**src/rtl/sdtq_pkg.sv**
```systemverilog
// shared types and constants for the sorted deadline timer queue
package sdtq_pkg;

  localparam int SLOTS_DEFAULT = 16;
  localparam int TIME_W        = 48;
  localparam int DELAY_W       = 32;
  localparam int FUZZ_W        = 20;
  localparam logic [FUZZ_W-1:0] FUZZ_RESET = 20'd500;

  typedef enum logic [1:0] {
    CMD_SET    = 2'd0,
    CMD_CANCEL = 2'd1,
    CMD_CHECK  = 2'd2,
    CMD_NONE   = 2'd3
  } cmd_t;

  typedef enum logic [3:0] {
    ST_IDLE,
    ST_FIND,
    ST_SHIFT_OUT,
    ST_SCAN,
    ST_SHIFT_IN,
    ST_CHK_HEAD,
    ST_CHK_EMIT,
    ST_CHK_FINAL,
    ST_OUT_WAIT
  } state_t;

  // commands from controller to datapath
  typedef struct packed {
    logic load;        // capture input transaction
    logic find_start;  // begin search for slot in list
    logic find_step;   // advance search index
    logic rm_step;     // close gap at search index
    logic rm_done;     // finish removal
    logic scan_start;  // begin insert position scan
    logic scan_step;   // advance scan index
    logic ins_step;    // open gap from top
    logic ins_done;    // place the new entry
    logic head_remove; // remove list head (expiry)
    logic out_expiry;  // load output register with expiry
    logic out_final;   // load output register with final report
    logic out_clear;   // output taken
    logic fired_clr;   // clear fired flag
  } dp_cmd_t;

  // status from datapath to controller
  typedef struct packed {
    logic set_ok;      // set with nonzero delay and valid slot
    logic id_ok;       // slot number in range
    logic armed;       // addressed slot is armed
    logic found;       // search index holds slot
    logic find_end;    // search index reached count
    logic rm_end;      // gap closed to end of list
    logic scan_stop;   // insert position found
    logic ins_end;     // gap reached insert position
    logic full;        // list full
    logic empty;       // list empty
    logic head_due;    // head deadline within limit
    logic out_valid;   // output register holds a result
  } dp_stat_t;

endpackage

```
**src/rtl/sorted_deadline_timer_queue.sv**
```systemverilog
// top level of the sorted deadline timer queue
// set and cancel walk the ordered list and shift entries to close or open a gap
// check: each expiry passes the head compare, gap close and settle states, then the
// final report follows; both wait while the receiver stalls
// throughput: one transaction at a time; the ordered list walk sets the rate
// reset: synchronous active-high rst clears count, flags, output and fuzz to 500
// deadline and order storage are not cleared; only armed entries are read
module sorted_deadline_timer_queue #(
  parameter int TIMER_SLOTS = sdtq_pkg::SLOTS_DEFAULT
) (
  input  logic                          clk,
  input  logic                          rst,
  input  logic                          in_valid,
  output logic                          in_ready,
  input  logic [1:0]                    command,
  input  logic [3:0]                    timer_id,
  input  logic [sdtq_pkg::DELAY_W-1:0]  delay_ticks,
  input  logic [sdtq_pkg::TIME_W-1:0]   now_time,
  input  logic                          cfg_we,
  input  logic [sdtq_pkg::FUZZ_W-1:0]   cfg_wdata,
  output logic                          out_valid,
  input  logic                          out_ready,
  output logic                          result_kind,
  output logic [3:0]                    expired_id,
  output logic [sdtq_pkg::TIME_W-1:0]   wait_time,
  output logic                          fired_any,
  output logic                          last
);
  import sdtq_pkg::*;

  dp_cmd_t  dc;
  dp_stat_t st;

  // controller sequences list walks and result emission
  sdtq_ctrl u_ctrl (
    .clk       (clk),
    .rst       (rst),
    .in_valid  (in_valid),
    .cmd       (cmd_t'(command)),
    .out_ready (out_ready),
    .st        (st),
    .in_ready  (in_ready),
    .dc        (dc)
  );

  // datapath holds the ordered list and the output register
  sdtq_dp #(.TIMER_SLOTS(TIMER_SLOTS)) u_dp (
    .clk         (clk),
    .rst         (rst),
    .command     (command),
    .timer_id    (timer_id),
    .delay_ticks (delay_ticks),
    .now_time    (now_time),
    .cfg_we      (cfg_we),
    .cfg_wdata   (cfg_wdata),
    .dc          (dc),
    .st          (st),
    .result_kind (result_kind),
    .expired_id  (expired_id),
    .wait_time   (wait_time),
    .fired_any   (fired_any),
    .last        (last),
    .out_valid   (out_valid)
  );

endmodule

```
**src/rtl/sdtq_ctrl.sv**
```systemverilog
// controller state machine for the sorted deadline timer queue
module sdtq_ctrl (
  input  logic              clk,
  input  logic              rst,
  input  logic              in_valid,
  input  sdtq_pkg::cmd_t    cmd,
  input  logic              out_ready,
  input  sdtq_pkg::dp_stat_t st,
  output logic              in_ready,
  output sdtq_pkg::dp_cmd_t dc
);
  import sdtq_pkg::*;

  state_t state, state_next;
  cmd_t   cur, cur_next;
  logic   set_mode, set_mode_next;

  always_ff @(posedge clk) begin
    if (rst) begin
      state    <= ST_IDLE;
      cur      <= CMD_NONE;
      set_mode <= 1'b0;
    end else begin
      state    <= state_next;
      cur      <= cur_next;
      set_mode <= set_mode_next;
    end
  end

  always_comb begin
    state_next    = state;
    cur_next      = cur;
    set_mode_next = set_mode;
    dc            = '0;
    in_ready      = 1'b0;
    unique case (state)
      ST_IDLE: begin
        in_ready = 1'b1;
        if (in_valid) begin
          dc.load   = 1'b1;
          cur_next  = cmd;
          state_next = ST_FIND;
        end
      end
      ST_FIND: begin
        // first cycle after load: decide
        unique case (cur)
          CMD_SET: begin
            if (!st.set_ok) begin
              state_next = ST_IDLE;
            end else if (st.armed) begin
              set_mode_next = 1'b1;
              dc.find_start = 1'b1;
              state_next    = ST_SHIFT_OUT;
            end else begin
              dc.scan_start = 1'b1;
              state_next    = ST_SCAN;
            end
          end
          CMD_CANCEL: begin
            if (st.id_ok && st.armed) begin
              set_mode_next = 1'b0;
              dc.find_start = 1'b1;
              state_next    = ST_SHIFT_OUT;
            end else begin
              state_next = ST_IDLE;
            end
          end
          CMD_CHECK: begin
            dc.fired_clr = 1'b1;
            state_next   = ST_CHK_HEAD;
          end
          default: state_next = ST_IDLE;
        endcase
      end
      ST_SHIFT_OUT: begin
        // search for slot, then close the gap
        if (st.found) begin
          if (st.rm_end) begin
            dc.rm_done = 1'b1;
            if (set_mode) begin
              state_next = ST_SCAN;
            end else begin
              state_next = ST_IDLE;
            end
          end else begin
            dc.rm_step = 1'b1;
          end
        end else if (st.find_end) begin
          dc.rm_done = 1'b1;
          state_next = set_mode ? ST_SCAN : ST_IDLE;
        end else begin
          dc.find_step = 1'b1;
        end
        if (state_next == ST_SCAN) begin
          dc.scan_start = 1'b1;
        end
      end
      ST_SCAN: begin
        if (st.full) begin
          state_next = ST_IDLE;
        end else if (st.scan_stop) begin
          state_next = ST_SHIFT_IN;
        end else begin
          dc.scan_step = 1'b1;
        end
      end
      ST_SHIFT_IN: begin
        if (st.ins_end) begin
          dc.ins_done = 1'b1;
          state_next  = ST_IDLE;
        end else begin
          dc.ins_step = 1'b1;
        end
      end
      ST_CHK_HEAD: begin
        if (!st.out_valid) begin
          if (!st.empty && st.head_due) begin
            dc.out_expiry  = 1'b1;
            dc.head_remove = 1'b1;
            dc.find_start  = 1'b1;
            state_next     = ST_CHK_EMIT;
          end else begin
            dc.out_final = 1'b1;
            state_next   = ST_CHK_FINAL;
          end
        end
      end
      ST_CHK_EMIT: begin
        // head removal: close the gap at index 0
        if (st.rm_end) begin
          dc.rm_done = 1'b1;
          state_next = ST_OUT_WAIT;
        end else begin
          dc.rm_step = 1'b1;
        end
      end
      ST_OUT_WAIT: begin
        state_next = ST_CHK_HEAD;
      end
      ST_CHK_FINAL: begin
        if (!st.out_valid) begin
          state_next = ST_IDLE;
        end
      end
      default: state_next = ST_IDLE;
    endcase
    if (st.out_valid && out_ready) begin
      dc.out_clear = 1'b1;
    end
  end

endmodule

```
**src/rtl/sdtq_dp.sv**
```systemverilog
// datapath: deadline store, ordered list, count, flags and output register
module sdtq_dp #(
  parameter int TIMER_SLOTS = sdtq_pkg::SLOTS_DEFAULT
) (
  input  logic                          clk,
  input  logic                          rst,
  input  logic [1:0]                    command,
  input  logic [3:0]                    timer_id,
  input  logic [sdtq_pkg::DELAY_W-1:0]  delay_ticks,
  input  logic [sdtq_pkg::TIME_W-1:0]   now_time,
  input  logic                          cfg_we,
  input  logic [sdtq_pkg::FUZZ_W-1:0]   cfg_wdata,
  input  sdtq_pkg::dp_cmd_t             dc,
  output sdtq_pkg::dp_stat_t            st,
  output logic                          result_kind,
  output logic [3:0]                    expired_id,
  output logic [sdtq_pkg::TIME_W-1:0]   wait_time,
  output logic                          fired_any,
  output logic                          last,
  output logic                          out_valid
);
  import sdtq_pkg::*;

  localparam int IW = (TIMER_SLOTS > 1) ? $clog2(TIMER_SLOTS) : 1;
  localparam int CW = $clog2(TIMER_SLOTS + 1);
  localparam logic [CW-1:0] FULL_CNT = CW'(TIMER_SLOTS);

  logic [TIME_W-1:0]  deadline_store [TIMER_SLOTS];
  logic [IW-1:0]      order_list     [TIMER_SLOTS];
  logic [TIMER_SLOTS-1:0] armed_flags;
  logic [CW-1:0]      armed_count;
  logic [FUZZ_W-1:0]  fuzz_window;

  logic [IW-1:0]      cid;
  logic               cid_ok;
  logic [TIME_W-1:0]  cdl;
  logic [TIME_W-1:0]  cnow;
  logic               cdelay_nz;
  logic [TIME_W:0]    limit;
  logic [CW-1:0]      idx;   // search / scan index
  logic [CW-1:0]      top;   // insert gap index
  logic               fired;

  logic [TIME_W:0]    sum;
  logic [IW-1:0]      at_idx;
  logic [IW-1:0]      head;
  logic [TIME_W-1:0]  head_dl;

  assign sum  = {1'b0, now_time} + {{(TIME_W-DELAY_W+1){1'b0}}, delay_ticks};
  assign head = order_list[0];
  assign head_dl = deadline_store[head];
  assign at_idx = (idx < FULL_CNT) ? order_list[idx[IW-1:0]] : '0;

  always_ff @(posedge clk) begin
    if (rst) begin
      fuzz_window <= FUZZ_RESET;
    end else if (cfg_we) begin
      fuzz_window <= cfg_wdata;
    end
  end

  always_ff @(posedge clk) begin
    if (dc.load) begin
      cid       <= IW'(timer_id);
      cid_ok    <= ({28'd0, timer_id} < 32'(TIMER_SLOTS));
      cdl       <= sum[TIME_W] ? {TIME_W{1'b1}} : sum[TIME_W-1:0];
      cnow      <= now_time;
      cdelay_nz <= (delay_ticks != '0) && (command == CMD_SET);
      limit     <= {1'b0, now_time} + {{(TIME_W-FUZZ_W+1){1'b0}}, fuzz_window};
    end
  end

  always_ff @(posedge clk) begin
    if (dc.find_start || dc.scan_start) begin
      idx <= '0;
    end else if (dc.find_step || dc.rm_step || dc.scan_step) begin
      idx <= idx + 1'b1;
    end
    if (dc.scan_start) begin
      top <= armed_count - CW'(dc.rm_done);
    end else if (dc.ins_step) begin
      top <= top - 1'b1;
    end
  end

  always_ff @(posedge clk) begin
    if (dc.rm_step) begin
      order_list[idx[IW-1:0]] <= order_list[idx[IW-1:0] + 1'b1];
    end
    if (dc.ins_step) begin
      order_list[top[IW-1:0]] <= order_list[top[IW-1:0] - 1'b1];
    end
    if (dc.ins_done) begin
      order_list[top[IW-1:0]] <= cid;
      deadline_store[cid]     <= cdl;
    end
  end

  // remove target: head on expiry, else held slot
  logic [IW-1:0] rm_id;
  logic          rm_head;
  logic          found_hold;
  always_ff @(posedge clk) begin
    if (rst) begin
      rm_head <= 1'b0;
    end else if (dc.head_remove) begin
      rm_head <= 1'b1;
      rm_id   <= head;
    end else if (dc.rm_done) begin
      rm_head <= 1'b0;
    end
    if (dc.load) begin
      rm_id <= IW'(timer_id);
    end
  end

  always_ff @(posedge clk) begin
    if (rst) begin
      armed_flags <= '0;
      armed_count <= '0;
    end else begin
      if (dc.rm_done) begin
        armed_flags[rm_id] <= 1'b0;
        armed_count        <= armed_count - 1'b1;
      end
      if (dc.ins_done) begin
        armed_flags[cid] <= 1'b1;
        armed_count      <= armed_count + 1'b1;
      end
    end
  end

  // close gap ends when idx+1 reaches count
  assign st.set_ok    = cdelay_nz && cid_ok;
  assign st.id_ok     = cid_ok;
  assign st.armed     = cid_ok && armed_flags[cid];
  assign st.found     = rm_head || (idx < armed_count && at_idx == rm_id)
                        || found_hold;
  assign st.find_end  = (idx >= armed_count);
  assign st.rm_end    = ((idx + 1'b1) >= armed_count);
  assign st.scan_stop = (idx >= armed_count) || (deadline_store[at_idx] > cdl);
  assign st.ins_end   = (top == idx);
  assign st.full      = (armed_count >= FULL_CNT);
  assign st.empty     = (armed_count == '0);
  assign st.head_due  = ({1'b0, head_dl} <= limit);
  assign st.out_valid = out_valid;

  always_ff @(posedge clk) begin
    if (rst || dc.find_start || dc.rm_done) begin
      found_hold <= 1'b0;
    end else if (st.found) begin
      found_hold <= 1'b1;
    end
  end

  always_ff @(posedge clk) begin
    if (rst) begin
      out_valid <= 1'b0;
      fired     <= 1'b0;
    end else begin
      if (dc.fired_clr) begin
        fired <= 1'b0;
      end
      if (dc.out_clear) begin
        out_valid <= 1'b0;
      end
      if (dc.out_expiry) begin
        out_valid   <= 1'b1;
        fired       <= 1'b1;
        result_kind <= 1'b0;
        expired_id  <= 4'(head);
        wait_time   <= '0;
        fired_any   <= 1'b1;
        last        <= 1'b0;
      end
      if (dc.out_final) begin
        out_valid   <= 1'b1;
        result_kind <= 1'b1;
        expired_id  <= '0;
        wait_time   <= st.empty ? '0 : head_dl - cnow;
        fired_any   <= fired;
        last        <= 1'b1;
      end
    end
  end

endmodule

```
**config.mk**
```make
export PLATFORM = sky130hd
export DESIGN_NAME = sorted_deadline_timer_queue
export DESIGN_NICKNAME = d
export VERILOG_FILES = /design/src/rtl/sdtq_pkg.sv /design/src/rtl/sorted_deadline_timer_queue.sv /design/src/rtl/sdtq_ctrl.sv /design/src/rtl/sdtq_dp.sv
export SDC_FILE = /design/constraint.sdc
export NUM_CORES = 2
export LEC_CHECK = 0
export BUFFER_PORTS_ARGS = -buffer_cell sky130_fd_sc_hd__buf_2
export CAP_MARGIN = 20
export CORE_MARGIN = 5
export CORE_UTILIZATION = 40
export DETAILED_ROUTE_END_ITERATION = 10
export HOLD_SLACK_MARGIN = 0.03
export PLACE_DENSITY = 0.68
export SLEW_MARGIN = 25
export SYNTH_ARGS = -nofsm -noshare
export SYNTH_HDL_FRONTEND = slang
export SYNTH_HIERARCHICAL = 1
export SYNTH_SLANG_ARGS = --single-unit
```
**constraint.sdc**
```tcl
create_clock -name clk -period 7.4 [get_ports clk]
set_input_delay 0.74 -clock clk [delete_from_list [all_inputs] [get_ports clk]]
set_output_delay 0.74 -clock clk [all_outputs]
set_load 0.005 [all_outputs]
```
Word level (Yosys, flattened, before mapping) --
Memory sizes are Yosys's and may differ from the RTL's. A register that Yosys moved wholly into a read port is not among the register bits. Index checks and enable logic that the tools add are counted.
Word-level totals: flip-flop bits (word level) 270, latch bits 0, bits in writable memories 832, bits in read-only memories 0, bits of input ports 111, word-level logic and storage cells 208, memories kept 2
Memory list:
- u_dp.deadline_store | words 16, width 48, read ports 2, clocked after memory_dff 0, wr ports 1, line sdtq_dp.sv:28 | logic [TIME_W-1:0] deadline_store [TIMER_SLOTS];
- u_dp.order_list | words 16, width 4, read ports 4, clocked after memory_dff 1, wr ports 1, line sdtq_dp.sv:29 | logic [IW-1:0] order_list [TIMER_SLOTS];
Cells by class: $add $sub $neg 10, multipliers 0, div/mod/pow operators 0, magnitude comparators 11, eq/ne operators 23, shifts and indexed selects 0, multiplexer cells 101, bitwise gates (word level) 5, reduce and logical (&&, ||, !) cells 34
Operators with widths (count):
- 48-bit 2-to-1 mux | 3
- 4-bit 2-to-1 mux | 22
- 1-bit 2-to-1 mux | 53
- 48-bit by 20-bit adder with 49-bit output | 1
- 48-bit by 32-bit adder with 49-bit output | 1
- 48-bit by 49-bit <= comparator with 1-bit output | 1
- 48-bit greater-than comparator | 1
- 16-bit 2-to-1 mux | 3
- 48-bit subtractor | 1
- 4-bit case mux with 9 select lines | 1
- 32-bit nonzero test | 1
- 5-bit 2-to-1 mux | 4
- 16-bit AND | 1
- 4-bit by 3-bit == test with 1-bit output, second input constant | 4
- 16-bit NOT | 1
- 16-bit OR | 1
- 2-bit nonzero test | 7
- 4-bit by 2-bit == test with 1-bit output, second input constant | 3
- 4-bit case mux with 3 select lines | 1
- 5-bit by 1-bit adder with 5-bit output, second input constant | 2
- 5-bit greater-or-equal comparator | 2
- 4-bit by 5-bit less-than comparator with 1-bit output, second input constant | 2
- 2-bit inequality test, second input constant | 5
- 5-bit by 1-bit subtractor with 5-bit output, second input constant | 2
- other kinds (34) | 61

Logic depth before layout (Yosys ltp) --
word-level depth 13, mapped depth 29

By module --
Netlist, hierarchy kept.
By module, submodules not included:
- sdtq_dp | times used 1, cells each 4232, area an instance 57925.6 um^2, seq. area each 32461.1 um^2
- sdtq_ctrl | times used 1, cells each 87, area an instance 665.6 um^2, seq. area each 140.1 um^2

Worst setup path before layout --
OpenSTA, ideal clock, no wires.
kind register -> register, start point memory u_dp/order_list[0][0] (netlist name), end point register u_dp.expired_id[0], enable pin, setup time 466 ps, arrival time 6890 ps, data required time 6934 ps, slack 44 ps, cell stages (with the launch flop) 21, path buffers 4, clock period less this slack 7356 ps, path through edfxtp_1 buf_2 clkbuf_1 clkbuf_1 buf_1 mux4_2 mux4_2 ha_1 a21o_1 a21o_1 a21o_1 a21o_1 a21oi_1 nor2b_1 o21ai_0 a31oi_1 o21ai_0 nor2b_1 nor3b_2 nor2_1 nor2_1
RTL lines:
- start, declared | line sdtq_dp.sv:29
- end signal, assigned | line sdtq_dp.sv:171 | expired_id <= 4'(head);
- end, declared | line sdtq_dp.sv:16 | output logic [3:0] expired_id,

==> reports/results.tsv <==
metric	value	unit
outcome	completed	
hold_path_class	input pin to register	
combPwrFrac	28.5	%
tritoncts	built	
route.detailed.drc	0	
io_pins	168	
routed_wl	176000	µm
cp.required	8020	ps
post_route_cells_drive_above_1_share	17.9	%
start_kind	register	
drt-vias-per-instance	6.15	
ys_ff_latch	1106	
yosys_warnings	6	
critPathArrivalTime	7650	ps
clock-sinks	1106	
row_count	140	
first_iter_violations	4455	
layout.nets	4767	
coreArea	146000	µm²
portBuffers	167	
clkPwrFrac	31.1	%
seq_area	32600	µm²
htreeDepth	3	
rsz0062_at_grt	false	
swShare	31.9	%
path_clk_slew	60	ps
dp_hpwl	115000	µm
slowest_stage	and2_4	
cp_top_family	compound AO/OA/AOI/OAI gates	
crit_path_max_fanout	59	
drtPass1Iterations	6	
start_util	40.3	%
synth_edf_count	1045	
crit_buf_inv	5	
slew_headroom	25.0	%
cts_hold_buf	0	
syn_to_final_growth	11.6	%
syn_nets	4652	
fillers	12800	
finalMaxSlewViolations	0	
grt_max_degree	113	
track_usage	22.4	%
p_seq_share	40.4	%
syn_inst	4319	
post_drt_wl_per_cell	27.2	µm
hold_viol	0	
antenna_found_initial	7	
fin_crit	7030	ps
synthArstFlopShare	0	%
timing.fmax	142	MHz
power_density	290	nW/µm²
drv_cap	0	
fin_worst_skew	30.4	ps
yosys_most_used_dff	edfxtp_1	
cts.path.max_buffers	3	
ant_nets	0	
total_power	0.0190	W
tightest_slew	1120	ps
die_area	154000	µm²
synth_area	58600	µm²
ir_drop	0.000225	V
cts_buffers	113	
place.gp.congestion	0.938	
critPathCaptureType	register	
root_buffer	clkbuf_16	
grt_pass1_wl	257000	µm
setup_viol	0	
avgSynthCellArea	13.6	µm²
fin_hold_ws	227	ps
cpPeakStageDelay	730	ps
vias	39700	
yosysSeqAreaShare	55.6	%
power.switching	0.00606	W
insertion_delay	730	ps
die_x	393	µm
p_leak	22.5	nW
min_period_over_period	95.0	%
die_h	393	µm
yosysUniqueCellTypes	84	
grt_pass1_vias	39100	
fin_setup_tns	0	ps
overflow	0	
path_class	register to register	
p_int	0.0129	W
multiInputGateArea	24000	µm²
## final timing paths
| path | from | end | slack [ps] | cells after the start |
|---|---|---|---|---|
| max | register | u_dp/idx[2] | 370 | 28 |
| max reg2reg | register | u_dp/idx[2] | 370 | 28 |
| min | cfg_wdata[7] | u_dp/fuzz_window[7] | 230 | 3 |
| min reg2reg | u_dp/armed_flags[9] | u_dp/armed_flags[9] | 480 | 2 |
## layer usage
metal	GRT usage (%)	share of wire, %	vias to the layer above
li1	-	-	17300
met1	29.6	39	19900
met2	35.8	47	2148
met3	5.78	11	335
met4	7.94	3.8	8
met5	0	0.031	-
## kinds of logic after synthesis
group,synth area share [%]
flip-flops,55.6
buffers and inverters,3.65
other,0.00640
adder cells (fa/ha/maj),4.79
AO/OA/AOI/OAI,12.4
multiplexers,15.7
AND/OR/NAND/NOR,6.02
XOR/XNOR,1.85
## cell usage after synthesis (all sizes together) (6+ instances only)
library cell,count,area share (%)
a21oi,157,1.3
xnor2,63,0.94
buf,127,1.4
inv,219,1.4
o211ai,151,2.0
a31oi,17,0.18
or3,12,0.13
o21ai,381,3.3
o21a,24,0.31
and2,16,0.17
o21bai,14,0.18
clkbuf,133,0.85
or2,10,0.11
nor3b,6,0.085
o2111ai,6,0.090
nand4,52,0.56
a21o,77,0.99
a21boi,14,0.18
mux4,303,12
nor2b,40,0.43
and3,23,0.25
ha,218,4.7
edfxtp,1045,54
xor2,61,0.91
dfxtp,61,2.1
a211oi,32,0.43
mux2i,223,3.8
nor2,165,1.1
o31ai,11,0.15
nor3,48,0.41
nand2,227,1.5
nor4,21,0.25
nand3,55,0.47
mux2,10,0.19
a22oi,190,2.6
nand2b,40,0.43
## per-stage QoR
stage	worst slack, ps	utilization (%)	cells	area, µm²
2_1_floorplan	44.3	-	4319	58600
3_3_place_gp	516	42.2	6235	61500
3_5_place_dp	513	42.2	6235	61500
4_1_cts	447	44.9	6446	65300
5_1_grt	1.09	44.9	6448	65400
6_report	370	44.9	6449	65400
## final cells by class
class                           instances  share of cell area (%)
Antenna cell                            2                 0.00766
Clock buffer                          138                    4.50
Clock inverter                         73                    1.33
Inverter                              221                    1.29
Multi-Input combinational cell       2732                    36.7
Sequential cell                      1106                    49.9
Tap cell                             1917                    3.67
Timing Repair Buffer                  260                    2.66
## state kept, by name (all words and copies together), names as in the netlist, 2 cells and up, named ones only
signal               flops
u_dp/deadline_store    768
u_dp/order_list         64
u_dp/limit              49
u_dp/cdl                48
u_dp/cnow               48
u_dp/wait_time          48
u_dp/fuzz_window        20
u_dp/armed_flags        16
u_dp/armed_count         5
u_dp/idx                 5
u_dp/top                 5
u_ctrl/state             4
u_dp/cid                 4
u_dp/expired_id          4
u_dp/rm_id               4
u_ctrl/cur               2
## power by group through the flow
stage,clock network [W],registers [W],logic [W]
after floorplan,0,0.00764,0.00393
after global placement,0,0.00779,0.00521
after detailed placement,0,0.00780,0.00527
after CTS,0.00598,0.00767,0.00531
after global routing,0.00625,0.00770,0.00588
final,0.00590,0.00768,0.00541
## cell usage in the layout, fill, tap and decap left out, types with 38 or more instances in the layout
master,Yosys,final
a21o_1,77,77
a21oi_1,157,157
a22oi_1,170,170
buf_2,52,167
buf_4,19,78
clkbuf_16,0,114
dfxtp_1,61,61
edfxtp_1,1045,1045
ha_1,218,218
inv_1,219,205
mux2i_1,222,219
mux4_2,303,303
nand2_1,227,227
nand2b_1,40,38
nand3_1,55,54
nand4_1,52,52
nor2_1,164,160
nor2b_1,39,38
nor3_1,48,48
o211ai_1,148,148
o21ai_0,260,258
o21ai_1,121,122
xnor2_1,63,63
xor2_1,61,61
## repair_timing
item                       in CTS  in global routing
resized for setup               0                  1
buffers inserted                0                  0
setup endpoints to repair       0                 39
## worst reg2reg max path: cells and delay by family (launching register included)
| family | cells | cell delay (ps) |
|---|---|---|
| buffers and inverters | 5 | 1200 |
| AND/OR/NAND/NOR | 6 | 1580 |
| multiplexers | 2 | 320 |
| AO/OA/AOI/OAI | 13 | 2890 |
| flip-flops | 1 | 610 |
| XOR/XNOR | 1 | 70 |
| adder cells (fa/ha/maj) | 1 | 270 |
Note: power is estimated with default switching activity, not from simulation.
